===== config.mk =====
export PLATFORM = sky130hd
export DESIGN_NAME = pphu_mulmod
export DESIGN_NICKNAME = d
export VERILOG_FILES = /design/src/design/pphu_pkg.sv /design/src/design/pphu_mulmod.sv
export SDC_FILE = /design/constraint.sdc
export NUM_CORES = 2
export LEC_CHECK = 0
export BUFFER_PORTS_ARGS = -buffer_cell sky130_fd_sc_hd__buf_2
export CAP_MARGIN = 20
export CORE_MARGIN = 1
export CORE_UTILIZATION = 47
export DETAILED_ROUTE_END_ITERATION = 10
export PLACE_DENSITY_LB_ADDON = 0.05
export SLEW_MARGIN = 10
export SYNTH_ARGS = -nofsm -noshare
export SYNTH_HDL_FRONTEND = slang
export SYNTH_SLANG_ARGS = --single-unit

===== constraint.sdc =====
create_clock -name clk -period 11.9 [get_ports clk]
set_input_delay 0.595 -clock clk [delete_from_list [all_inputs] [get_ports clk]]
set_output_delay 0.595 -clock clk [all_outputs]
set_load 0.01 [all_outputs]

===== src/design/pphu_pkg.sv =====
// shared constants and the mod 2^61-1 fold for the page hash update unit
// no dependencies
package pphu_pkg;

    localparam int HASH_W = 61;
    localparam int IDX_W = 16;
    localparam int BYTE_W = 8;
    localparam int DEFAULT_PAGE_BYTES = 4096;
    localparam logic [HASH_W-1:0] MOD61 = {HASH_W{1'b1}};
    localparam logic [HASH_W-1:0] BASE_RESET = 61'd131;

    // reduce a value below 2^62 into [0, M), using 2^61 = 1 mod M
    function automatic logic [HASH_W-1:0] fold62(input logic [HASH_W:0] x);
        logic [HASH_W:0] y;
        y = {1'b0, x[HASH_W-1:0]} + {{HASH_W{1'b0}}, x[HASH_W]};
        if (y >= {1'b0, MOD61})
        begin
            y = y - {1'b0, MOD61};
        end
        return y[HASH_W-1:0];
    endfunction

endpackage


===== src/design/pphu_mulmod.sv =====
// multi-cycle modular multiplier mod 2^61-1 on one 32x32 multiplier
// depends on pphu_pkg
module pphu_mulmod
    import pphu_pkg::*;
(
    input  logic              clk,
    input  logic              rst_n,
    input  logic              start,
    input  logic [HASH_W-1:0] a,
    input  logic [HASH_W-1:0] b,
    output logic              done,
    output logic [HASH_W-1:0] prod
);

    localparam int ACC_W = 2 * HASH_W;

    logic [HASH_W-1:0] a_reg;
    logic [HASH_W-1:0] b_reg;
    logic [ACC_W-1:0]  acc_reg;
    logic [ACC_W-1:0]  acc_next;
    logic [1:0]        k_reg;
    logic              run_reg;
    logic              fold_reg;
    logic              done_reg;
    logic [HASH_W-1:0] prod_reg;
    logic [31:0]       a_half;
    logic [31:0]       b_half;
    logic [63:0]       pp;
    logic [ACC_W-1:0]  pp_shift;
    logic [HASH_W:0]   acc_sum;

    // one partial product per cycle: a0*b0, a0*b1, a1*b0, a1*b1
    always_comb
    begin
        a_half = k_reg[1] ? {3'b0, a_reg[HASH_W-1:32]} : a_reg[31:0];
        b_half = k_reg[0] ? {3'b0, b_reg[HASH_W-1:32]} : b_reg[31:0];
        pp = a_half * b_half;
        case (k_reg)
            2'd0:    pp_shift = {{(ACC_W-64){1'b0}}, pp};
            2'd3:    pp_shift = {pp[ACC_W-65:0], 64'b0};
            default: pp_shift = {{(ACC_W-96){1'b0}}, pp, 32'b0};
        endcase
        acc_next = acc_reg + pp_shift;
        acc_sum = {1'b0, acc_reg[HASH_W-1:0]} + {1'b0, acc_reg[ACC_W-1:HASH_W]};
    end

    always_ff @(posedge clk or negedge rst_n)
    begin
        if (!rst_n)
        begin
            run_reg  <= 1'b0;
            fold_reg <= 1'b0;
            done_reg <= 1'b0;
        end
        else
        begin
            done_reg <= 1'b0;
            if (start)
            begin
                run_reg  <= 1'b1;
                fold_reg <= 1'b0;
            end
            else if (run_reg)
            begin
                if (k_reg == 2'd3)
                begin
                    run_reg  <= 1'b0;
                    fold_reg <= 1'b1;
                end
            end
            else if (fold_reg)
            begin
                fold_reg <= 1'b0;
                done_reg <= 1'b1;
            end
        end
    end

    always_ff @(posedge clk)
    begin
        if (start)
        begin
            a_reg   <= a;
            b_reg   <= b;
            acc_reg <= '0;
            k_reg   <= 2'd0;
        end
        else if (run_reg)
        begin
            acc_reg <= acc_next;
            k_reg   <= k_reg + 2'd1;
        end
        if (fold_reg)
        begin
            prod_reg <= fold62(acc_sum);
        end
    end

    assign done = done_reg;
    assign prod = prod_reg;

endmodule


==> flow_summary.yaml <==
run_status:
  status: "complete, but fails checks"
  failed_checks: "setup timing"
yosys:
  syn_avg_cell_area_um2: 8.59
  yosysTopAreaCellShare: 0.309
  netlist_instances: 6761
  synth_edf_count: 183
  yosys.cell_types.count: 103
  synth_largest_area_cell: "fa_1"
  ys_seq_area_frac: 0.139
  synthesis.area_um2: 58100
  synth_common_cells: "1022 x inv_1, 933 x nor2_1, 898 x fa_1, 714 x nand2_1, 455 x ha_1"
  synth-async-reset-ratio: 0.00968
  synth_warnings: 0
  ys.flop_type: "edfxtp_1"
  syn-num-nets: 8239
  ys_seq_elements: 310
  synthMostInstantiatedCell: "inv_1"
  synth_area_leaders: "fa_1 31%, ha_1 9.8%, edfxtp_1 9.5%"
timing:
  clock.fmax_mhz: 84.0
  hold_viol_final: 0
  rsz0062_at_grt: "yes"
  finalWorstSetupSlack_ns: -0.00111
  fin_crit_ns: 11.90
  finalSetupTns_ns: -0.00159
  skew_ns: 0.0425
  max-slew-margin-rel: 0.283
  slew_viol_final: 0
  setup_violations: 2
  final.period_utilization: 1.00
  worst_pin_slew_ns: 1.07
die:
  die_w_um: 354
  die_y_um: 354
  core_um2: 122000
  io_pins: 187
  dieArea_um2: 125000
  num_rows: 128
  initial_core_util: 0.475
place:
  dp_hpwl_um: 185000
  io_buffers: 186
  place_congestion: 1.00
  dp_slack_ns: -2.35
  place_inst: 9150
cells_and_area:
  register_area_um2: 8070
  largest_reg_flops: 122
  syn_to_final_growth_pct: 23.2
  fillerInstances: 11200
  final_util: 0.586
  multiInputGateArea_um2: 46800
  layout-drive-gt1-share: 0.214
  final_cells: 9316
  final_nets: 9128
critical_path:
  max_stage_delay_ns: 0.58
  arrival_ns: 12.41
  r2r_setup_slack_ns: -0.001
  crit_top_cell: "fa_1"
  cp-end-kind: "register"
  cp-start-kind: "register"
  cp_max_fo: 6
  path_class: "register to register"
  crit_path_top_delay_cell: "fa_1"
  worstPathRequired_ns: 12.41
routing:
  drt_wl_total_um: 218000
  routed_via_density: 5.64
  vias: 52600
  drtIter0Drc: 5007
  wl_per_cell_um: 23.3
  drt_pass1_iterations: 6
  drc: 0
  ant_nets: 0
cts:
  cts_inserted_buffers: 42
  clkTransAtPathRegs_ns: 0.07
  clock-root-buffer: "clkbuf_16"
  clock_path_buffers: 3
  htree_levels: 2
  cts_tree: "done"
  cts_sinks: 310
  insertion_delay_ns: 0.66
global_route:
  grt_usage: 0.345
  grt_pass1_wl_um: 323000
  grt_pass1_vias: 51900
  grt_max_degree: 93
  antenna_found_initial: 19
  gr-total-overflow: 0
hold_path:
  hp-class: "primary input to register"
run:
  drv_cap: 0
-- stage by stage --
| stage | instance area (um^2) | hold WS [ns] |
|---|---|---|
| global route | 71600 | 0.0987 |
| CTS | 70100 | 0.0761 |
| floorplan | 58200 | 0.299 |
| finish | 71600 | 0.109 |
| detailed placement | 67400 | 0.398 |
| global placement | 67400 | 0.394 |
-- kinds of logic (layout without fill, tap and decap cells) --
group / after synthesis / count (layout) / synth area share
and+or+nand+nor: 2233 / 2233 / 0.170
adders and majority gates: 1353 / 1353 / 0.407
buffers and inverters: 1343 / 2266 / 0.0882
AOI/OAI and AO/OA: 1063 / 1063 / 0.121
DFF: 310 / 310 / 0.139
xor gates and xnor gates: 255 / 255 / 0.0384
muxes: 204 / 204 / 0.0365
other: 0 / 7 / 0
-- worst max-delay path: cells and delay by family, from the launching register on --
kind | cells | cell delay [ns]
xor+xnor | 1 | 0.17
compound gates | 20 | 3.68
fa+ha+maj | 10 | 4.64
flops | 1 | 0.38
simple gates | 6 | 1.05
mux | 2 | 0.52
buf+inv | 11 | 1.31
-- layout make-up --
type | instances | share of cell area
antenna | 7 | 0.000245
clock buffer | 48 | 0.0156
clock inverter | 30 | 0.00608
inverter | 1022 | 0.0536
multi-input combinational | 5108 | 0.654
sequential | 310 | 0.113
tap | 1625 | 0.0284
timing repair buffer | 1166 | 0.129
-- what timing repair did --
action / 4_1_cts / 5_1_grt
gates cloned: 3 / 2
pin swaps: 88 / 190
setup endpoints to repair: 62 / 59
buffers inserted: 31 / 48
hold buffers: 1 / 0
resized for setup: 151 / 248
hold endpoints to repair: 3 / 0
-- final timing paths --
path | start | end | depth (start not counted)
max in group asynchronous | rst_n | run_reg | 2
hold / removal | a[59] | a_reg[59] | 1
setup / recovery | k_reg[0] | acc_reg[119] | 50
setup reg to reg | k_reg[0] | acc_reg[119] | 50
hold reg to reg | acc_reg[4] | acc_reg[4] | 2
min in group asynchronous | rst_n | done | 2
-- metal layers --
| metal | part of all wire | up-vias | track usage |
|---|---|---|---|
| met1 | 0.45 | 26500 | 0.510 |
| met2 | 0.43 | 1993 | 0.520 |
| met4 | 0.034 | 2 | 0.0978 |
| li1 | - | 23800 | - |
| met5 | 0.000041 | - | 0 |
| met3 | 0.083 | 291 | 0.0542 |
-- cell usage in the layout, fill, tap and decap left out, types with 21 or more instances in the layout --
| master | n |
|---|---|
| a211oi_1 | 31 |
| a21o_1 | 164 |
| a21oi_1 | 279 |
| a21oi_2 | 33 |
| a22o_1 | 47 |
| a31oi_1 | 28 |
| and2_1 | 86 |
| and3_1 | 46 |
| buf_12 | 56 |
| buf_2 | 185 |
| buf_4 | 880 |
| buf_6 | 33 |
| clkbuf_16 | 45 |
| dfxtp_1 | 122 |
| edfxtp_1 | 183 |
| fa_1 | 881 |
| ha_1 | 424 |
| ha_4 | 24 |
| inv_1 | 992 |
| inv_2 | 29 |
| mux2_2 | 56 |
| mux2i_1 | 100 |
| mux2i_2 | 25 |
| nand2_1 | 710 |
| nand2b_1 | 29 |
| nand3_1 | 105 |
| nand4_1 | 74 |
| nor2_1 | 914 |
| nor2b_1 | 28 |
| nor3_1 | 66 |
| nor4_1 | 21 |
| o211ai_1 | 22 |
| o21a_1 | 26 |
| o21ai_0 | 138 |
| o21bai_1 | 59 |
| or3_1 | 21 |
| xnor2_1 | 159 |
| xor2_1 | 83 |
Power is left out: the tool's default activity adds up to more than one toggle a clock period on the data nets, which glitch-free logic cannot reach.
